## config.mk

```make
export PLATFORM = sky130hd
export DESIGN_NAME = tdds_ctrl
export DESIGN_NICKNAME = d
export VERILOG_FILES = /design/src/rtl/core/tdds_pkg.sv /design/src/rtl/core/tdds_ctrl.sv
export SDC_FILE = /design/constraint.sdc
export NUM_CORES = 1
export LEC_CHECK = 0
export ABC_AREA = 1
export BUFFER_PORTS_ARGS = -buffer_cell sky130_fd_sc_hd__buf_2
export CELL_PAD_IN_SITES_DETAIL_PLACEMENT = 1
export CELL_PAD_IN_SITES_GLOBAL_PLACEMENT = 1
export CORE_UTILIZATION = 28
export CTS_CLUSTER_DIAMETER = 150
export DETAILED_ROUTE_END_ITERATION = 6
export GPL_TIMING_DRIVEN = 0
export PLACE_DENSITY = 0.87
export SYNTH_ARGS = -nofsm -noshare
export SYNTH_HDL_FRONTEND = slang
export SYNTH_SLANG_ARGS = --single-unit
```

## constraint.sdc

```tcl
create_clock -name clk -period 2.69 [get_ports clk]
set_input_delay 0.269 -clock clk [delete_from_list [all_inputs] [get_ports clk]]
set_output_delay 0.269 -clock clk [all_outputs]
set_load 0.005 [all_outputs]
```

## src/rtl/core/tdds_pkg.sv

```systemverilog
// ----------------------------------------------------------------------------
// tdds_pkg
// Shared constants, controller states and controller/datapath interface types.
// ----------------------------------------------------------------------------
package tdds_pkg;

  localparam int VERT_W           = 6;
  localparam int COST_PORT_W      = 32;
  localparam int DIAM_W           = 38;
  localparam int CFG_W            = 7;
  localparam int MAX_VERTICES_DEF = 64;
  localparam int COST_BITS_DEF    = 32;

  typedef enum logic [3:0] {
    ST_IDLE,
    ST_LA_RD,
    ST_LA_WR,
    ST_LB_RD,
    ST_LB_WR,
    ST_SW_INIT,
    ST_SW_HEAD,
    ST_SW_EDGE,
    ST_SW_VISIT,
    ST_SW_POP,
    ST_EMIT,
    ST_EMIT_WAIT
  } state_t;

  typedef struct packed {
    logic capture;    // latch edge fields
    logic app_rd;     // append: write new entry, read owner tail
    logic app_wr;     // append: link entry, update list ends
    logic app_sel;    // 0: from->to, 1: to->from
    logic second;     // second sweep (records parents)
    logic sw_init;
    logic head_take;
    logic edge_rd;
    logic visit;
    logic pop_rd;
    logic pop_take;
    logic emit_init;
    logic emit;
    logic emit_rd;
    logic emit_take;
    logic clear;
  } dp_cmd_t;

  typedef struct packed {
    logic op_compute;
    logic load_ok;
    logic cursor_null;
    logic stack_empty;
    logic push;
    logic path_last;
  } dp_stat_t;

endpackage

```

## src/rtl/core/tdds_ctrl.sv

```systemverilog
// ----------------------------------------------------------------------------
// tdds_ctrl
// Sequencer for edge loads, the two depth-first sweeps and path emission.
// ----------------------------------------------------------------------------
module tdds_ctrl (
  input  logic               clk,
  input  logic               rst,
  input  logic               start,
  input  tdds_pkg::dp_stat_t stat,
  output tdds_pkg::dp_cmd_t  cmd,
  output logic               busy
);

  tdds_pkg::state_t state, state_next;
  logic             pass, pass_next;

  always_ff @(posedge clk) begin
    if (rst) begin
      state <= tdds_pkg::ST_IDLE;
      pass  <= 1'b0;
    end else begin
      state <= state_next;
      pass  <= pass_next;
    end
  end

  always_comb begin
    state_next = state;
    pass_next  = pass;
    case (state)
      tdds_pkg::ST_IDLE: begin
        if (start) begin
          if (stat.op_compute) begin
            state_next = tdds_pkg::ST_SW_INIT;
            pass_next  = 1'b0;
          end else if (stat.load_ok) begin
            state_next = tdds_pkg::ST_LA_RD;
          end
        end
      end
      tdds_pkg::ST_LA_RD:    state_next = tdds_pkg::ST_LA_WR;
      tdds_pkg::ST_LA_WR:    state_next = tdds_pkg::ST_LB_RD;
      tdds_pkg::ST_LB_RD:    state_next = tdds_pkg::ST_LB_WR;
      tdds_pkg::ST_LB_WR:    state_next = tdds_pkg::ST_IDLE;
      tdds_pkg::ST_SW_INIT:  state_next = tdds_pkg::ST_SW_HEAD;
      tdds_pkg::ST_SW_HEAD:  state_next = tdds_pkg::ST_SW_EDGE;
      tdds_pkg::ST_SW_EDGE: begin
        if (!stat.cursor_null) begin
          state_next = tdds_pkg::ST_SW_VISIT;
        end else if (!stat.stack_empty) begin
          state_next = tdds_pkg::ST_SW_POP;
        end else if (!pass) begin
          pass_next  = 1'b1;
          state_next = tdds_pkg::ST_SW_INIT;
        end else begin
          state_next = tdds_pkg::ST_EMIT;
        end
      end
      tdds_pkg::ST_SW_VISIT: begin
        state_next = stat.push ? tdds_pkg::ST_SW_HEAD : tdds_pkg::ST_SW_EDGE;
      end
      tdds_pkg::ST_SW_POP:   state_next = tdds_pkg::ST_SW_EDGE;
      tdds_pkg::ST_EMIT: begin
        state_next = stat.path_last ? tdds_pkg::ST_IDLE : tdds_pkg::ST_EMIT_WAIT;
      end
      tdds_pkg::ST_EMIT_WAIT: state_next = tdds_pkg::ST_EMIT;
      default:               state_next = tdds_pkg::ST_IDLE;
    endcase
  end

  always_comb begin
    cmd        = '0;
    cmd.second = pass;
    busy       = (state != tdds_pkg::ST_IDLE);
    case (state)
      tdds_pkg::ST_IDLE:     cmd.capture = start;
      tdds_pkg::ST_LA_RD:    cmd.app_rd  = 1'b1;
      tdds_pkg::ST_LA_WR:    cmd.app_wr  = 1'b1;
      tdds_pkg::ST_LB_RD: begin
        cmd.app_rd  = 1'b1;
        cmd.app_sel = 1'b1;
      end
      tdds_pkg::ST_LB_WR: begin
        cmd.app_wr  = 1'b1;
        cmd.app_sel = 1'b1;
      end
      tdds_pkg::ST_SW_INIT:  cmd.sw_init   = 1'b1;
      tdds_pkg::ST_SW_HEAD:  cmd.head_take = 1'b1;
      tdds_pkg::ST_SW_EDGE: begin
        if (!stat.cursor_null) begin
          cmd.edge_rd = 1'b1;
        end else if (!stat.stack_empty) begin
          cmd.pop_rd = 1'b1;
        end else if (pass) begin
          cmd.emit_init = 1'b1;
        end
      end
      tdds_pkg::ST_SW_VISIT: cmd.visit    = 1'b1;
      tdds_pkg::ST_SW_POP:   cmd.pop_take = 1'b1;
      tdds_pkg::ST_EMIT: begin
        cmd.emit = 1'b1;
        if (stat.path_last) begin
          cmd.clear = 1'b1;
        end else begin
          cmd.emit_rd = 1'b1;
        end
      end
      tdds_pkg::ST_EMIT_WAIT: cmd.emit_take = 1'b1;
      default: ;
    endcase
  end

endmodule

```

==> impl_metrics.env <==
export IMPL_yosysTopAreaCell="dfxtp_1"
export IMPL_cp_end_kind="output pin"
export IMPL_grt_use_met2_pct=31.2
export IMPL_synthArstFlopShare_pct=0
export IMPL_hold_buffers=0
export IMPL_synth_top_area_share_pct=20.1
export IMPL_rows=14
export IMPL_grt_use_met3_pct=1.22
export IMPL_yosys_top_cells_area="dfxtp_1 (20%), inv_1 (17%), nand2_1 (16%)"
export IMPL_netlist_top_cells_count="inv_1 (22), nand2_1 (21), nor2_1 (20)"
export IMPL_ys_ff_latch=5
export IMPL_grt_usage_pct=17.3
export IMPL_rsz0062_at_grt="false"
export IMPL_cp_start_kind="flip-flop"
export IMPL_cts_resized=0
export IMPL_tns_ps=0
export IMPL_grt_max_degree=7
export IMPL_grt_pass1_vias=605
export IMPL_ant_nets=0
export IMPL_overflow=0
export IMPL_wirelength_mm=1.56
export IMPL_synthFlopType="dfxtp_1"
export IMPL_slew_headroom_pct=80.2
export IMPL_required_ps=2420
export IMPL_htree_levels=1
export IMPL_cts_setup_buffers=0
export IMPL_synth_area_um2=499
export IMPL_via_per_inst=4.47
export IMPL_numPortBuffers=25
export IMPL_status="complete, no violations"
export IMPL_seq_area_frac_synth_pct=20.1
export IMPL_synth_most_common_cell="inv_1"
export IMPL_grt_pass1_wl_mm=2.51
export IMPL_syn_num_nets=103
export IMPL_final_setup_skew_ps=0.460
export IMPL_ioPinCount=26
export IMPL_stdcell_count=139
export IMPL_crit_fanout=6
export IMPL_total_power_w=0.000487
export IMPL_core_um2=1580
export IMPL_hold_violations=0
export IMPL_worstMarginPinSlew_ps=296
export IMPL_num_vias=621
export IMPL_drt_initial_drc_count=6
export IMPL_period_needed_ps=1610
export IMPL_cts_tree="done"
export IMPL_timing_final_crit_share_pct=59.7
export IMPL_n_antenna_cell=0
export IMPL_hold_class="primary input to flip-flop"
export IMPL_finalSetupViolations=0
export IMPL_syn_area_per_cell_um2=5.31
export IMPL_maxCapViolCount=0
export IMPL_peakVddDrop_mv=0.335
export IMPL_ctsLongestPathBuffers=2
export IMPL_start_util_pct=31.7
export IMPL_dieArea_um2=1960
export IMPL_cts_clk_slew_worst_paths_ps=50
export IMPL_clock_latency_ps=250
export IMPL_cts_root_buffer="clkbuf_4"
export IMPL_synth_edf_count=0
export IMPL_syn_instance_count=94
export IMPL_worst_endpoint_arrival_ps=1340
export IMPL_fp_dieW_um=44.2
export IMPL_hpwl_mm=1.28
export IMPL_gp_congestion=0.758
export IMPL_yosysWarningCount=0
export IMPL_drive_above_1_share_pct=30.1
export IMPL_grt_busiest_layer="met2"
export IMPL_syn_to_final_growth_pct=34.3
export IMPL_dr_pass1_iters=6
export IMPL_finalMaxSlewViolations=0
export IMPL_stdcell_area_um2=671
export IMPL_die_h_um=44.2
export IMPL_wl_per_cell_um=11.2
export IMPL_cts_sinks=5
export IMPL_dpl_instance_area_um2=644
export IMPL_synthDistinctLibCells=14
export IMPL_place_inst=135
export IMPL_met1_usage_pct=20.9
export IMPL_grt_antenna_before_repair=0
export IMPL_max_freq_ghz=0.623
export IMPL_power_density_nw_per_um2=726
export IMPL_drc=0
export IMPL_p_leak_nw=0.463
export IMPL_cts_buffers_inserted=3
export IMPL_crit_type="flip-flop to output pin"
export IMPL_nNetsFinal=133
-- where the power goes --
part,internal [W],switching (W)
clock network,0.0000565,0.0000367
registers,0.0000928,0.0000264
logic,0.000101,0.000174
total,0.000250,0.000237
-- kinds of logic (layout without fill, tap and decap cells) --
group	Yosys count	after routing	synth area share, %
AO/OA/AOI/OAI	8	8	8.02
buffers and inverters	23	52	18.0
flip-flops	5	5	20.1
AND/OR/NAND/NOR	58	58	53.9
-- cells in the final DEF, fill, tap and decap left out, drive strengths merged --
cell type,netlist,routed
nand2,23,23
inv,22,22
clkbuf,0,4
nor2,24,24
buf,1,26
nand3,9,9
a21oi,4,4
nor3,1,1
nand3b,1,1
o21ai,4,4
dfxtp,5,5
-- state kept, by name (all words and copies together), names as in the netlist --
| name | cells |
|---|---|
| pass | 1 |
| state | 4 |
-- critical path, cell delays in order, from the launching register on --
cell,delay (ps)
dfxtp_1,400
inv_1,100
nor2_2,230
inv_1,90
nor3_1,120
buf_2,140
-- worst paths after layout --
path	endpoint	cells past startpoint	start	slack [ps]
worst max register to register	pass$_SDFFE_PP0P_	6	state[2]$_SDFFE_PP0P_	1470
worst min-delay path	state[1]$_SDFFE_PP0P_	2	rst	210
worst max-delay path	cmd[0]	5	state[3]$_SDFFE_PP0P_	1080
worst min register to register	pass$_SDFFE_PP0P_	2	pass$_SDFFE_PP0P_	610
-- stage by stage --
stage / hold slack (ps) / setup WS [ps] / utilization (%)
after floorplan: 338 / 1570 / -
after global placement: 466 / 1400 / 40.9
after detailed placement: 470 / 1360 / 40.9
after CTS: 204 / 1090 / 42.5
after global routing: 208 / 931 / 42.5
final: 210 / 1080 / 42.5
-- layout make-up --
type,instances,area [um^2]
fill,238,906
multi-input combinational,66,309
timing repair buffer,25,125
sequential,5,100
inverter,22,82.6
clock buffer,4,26.3
tap,16,20.0
buffer,1,7.51
-- metal layers --
| layer | up-vias | wire length [um] |
|---|---|---|
| li1 | 336 | - |
| met4 | 0 | 18 |
| met3 | 3 | 29 |
| met5 | - | 0 |
| met2 | 11 | 807 |
| met1 | 271 | 708 |
Note: power is estimated with default switching activity, not from simulation.
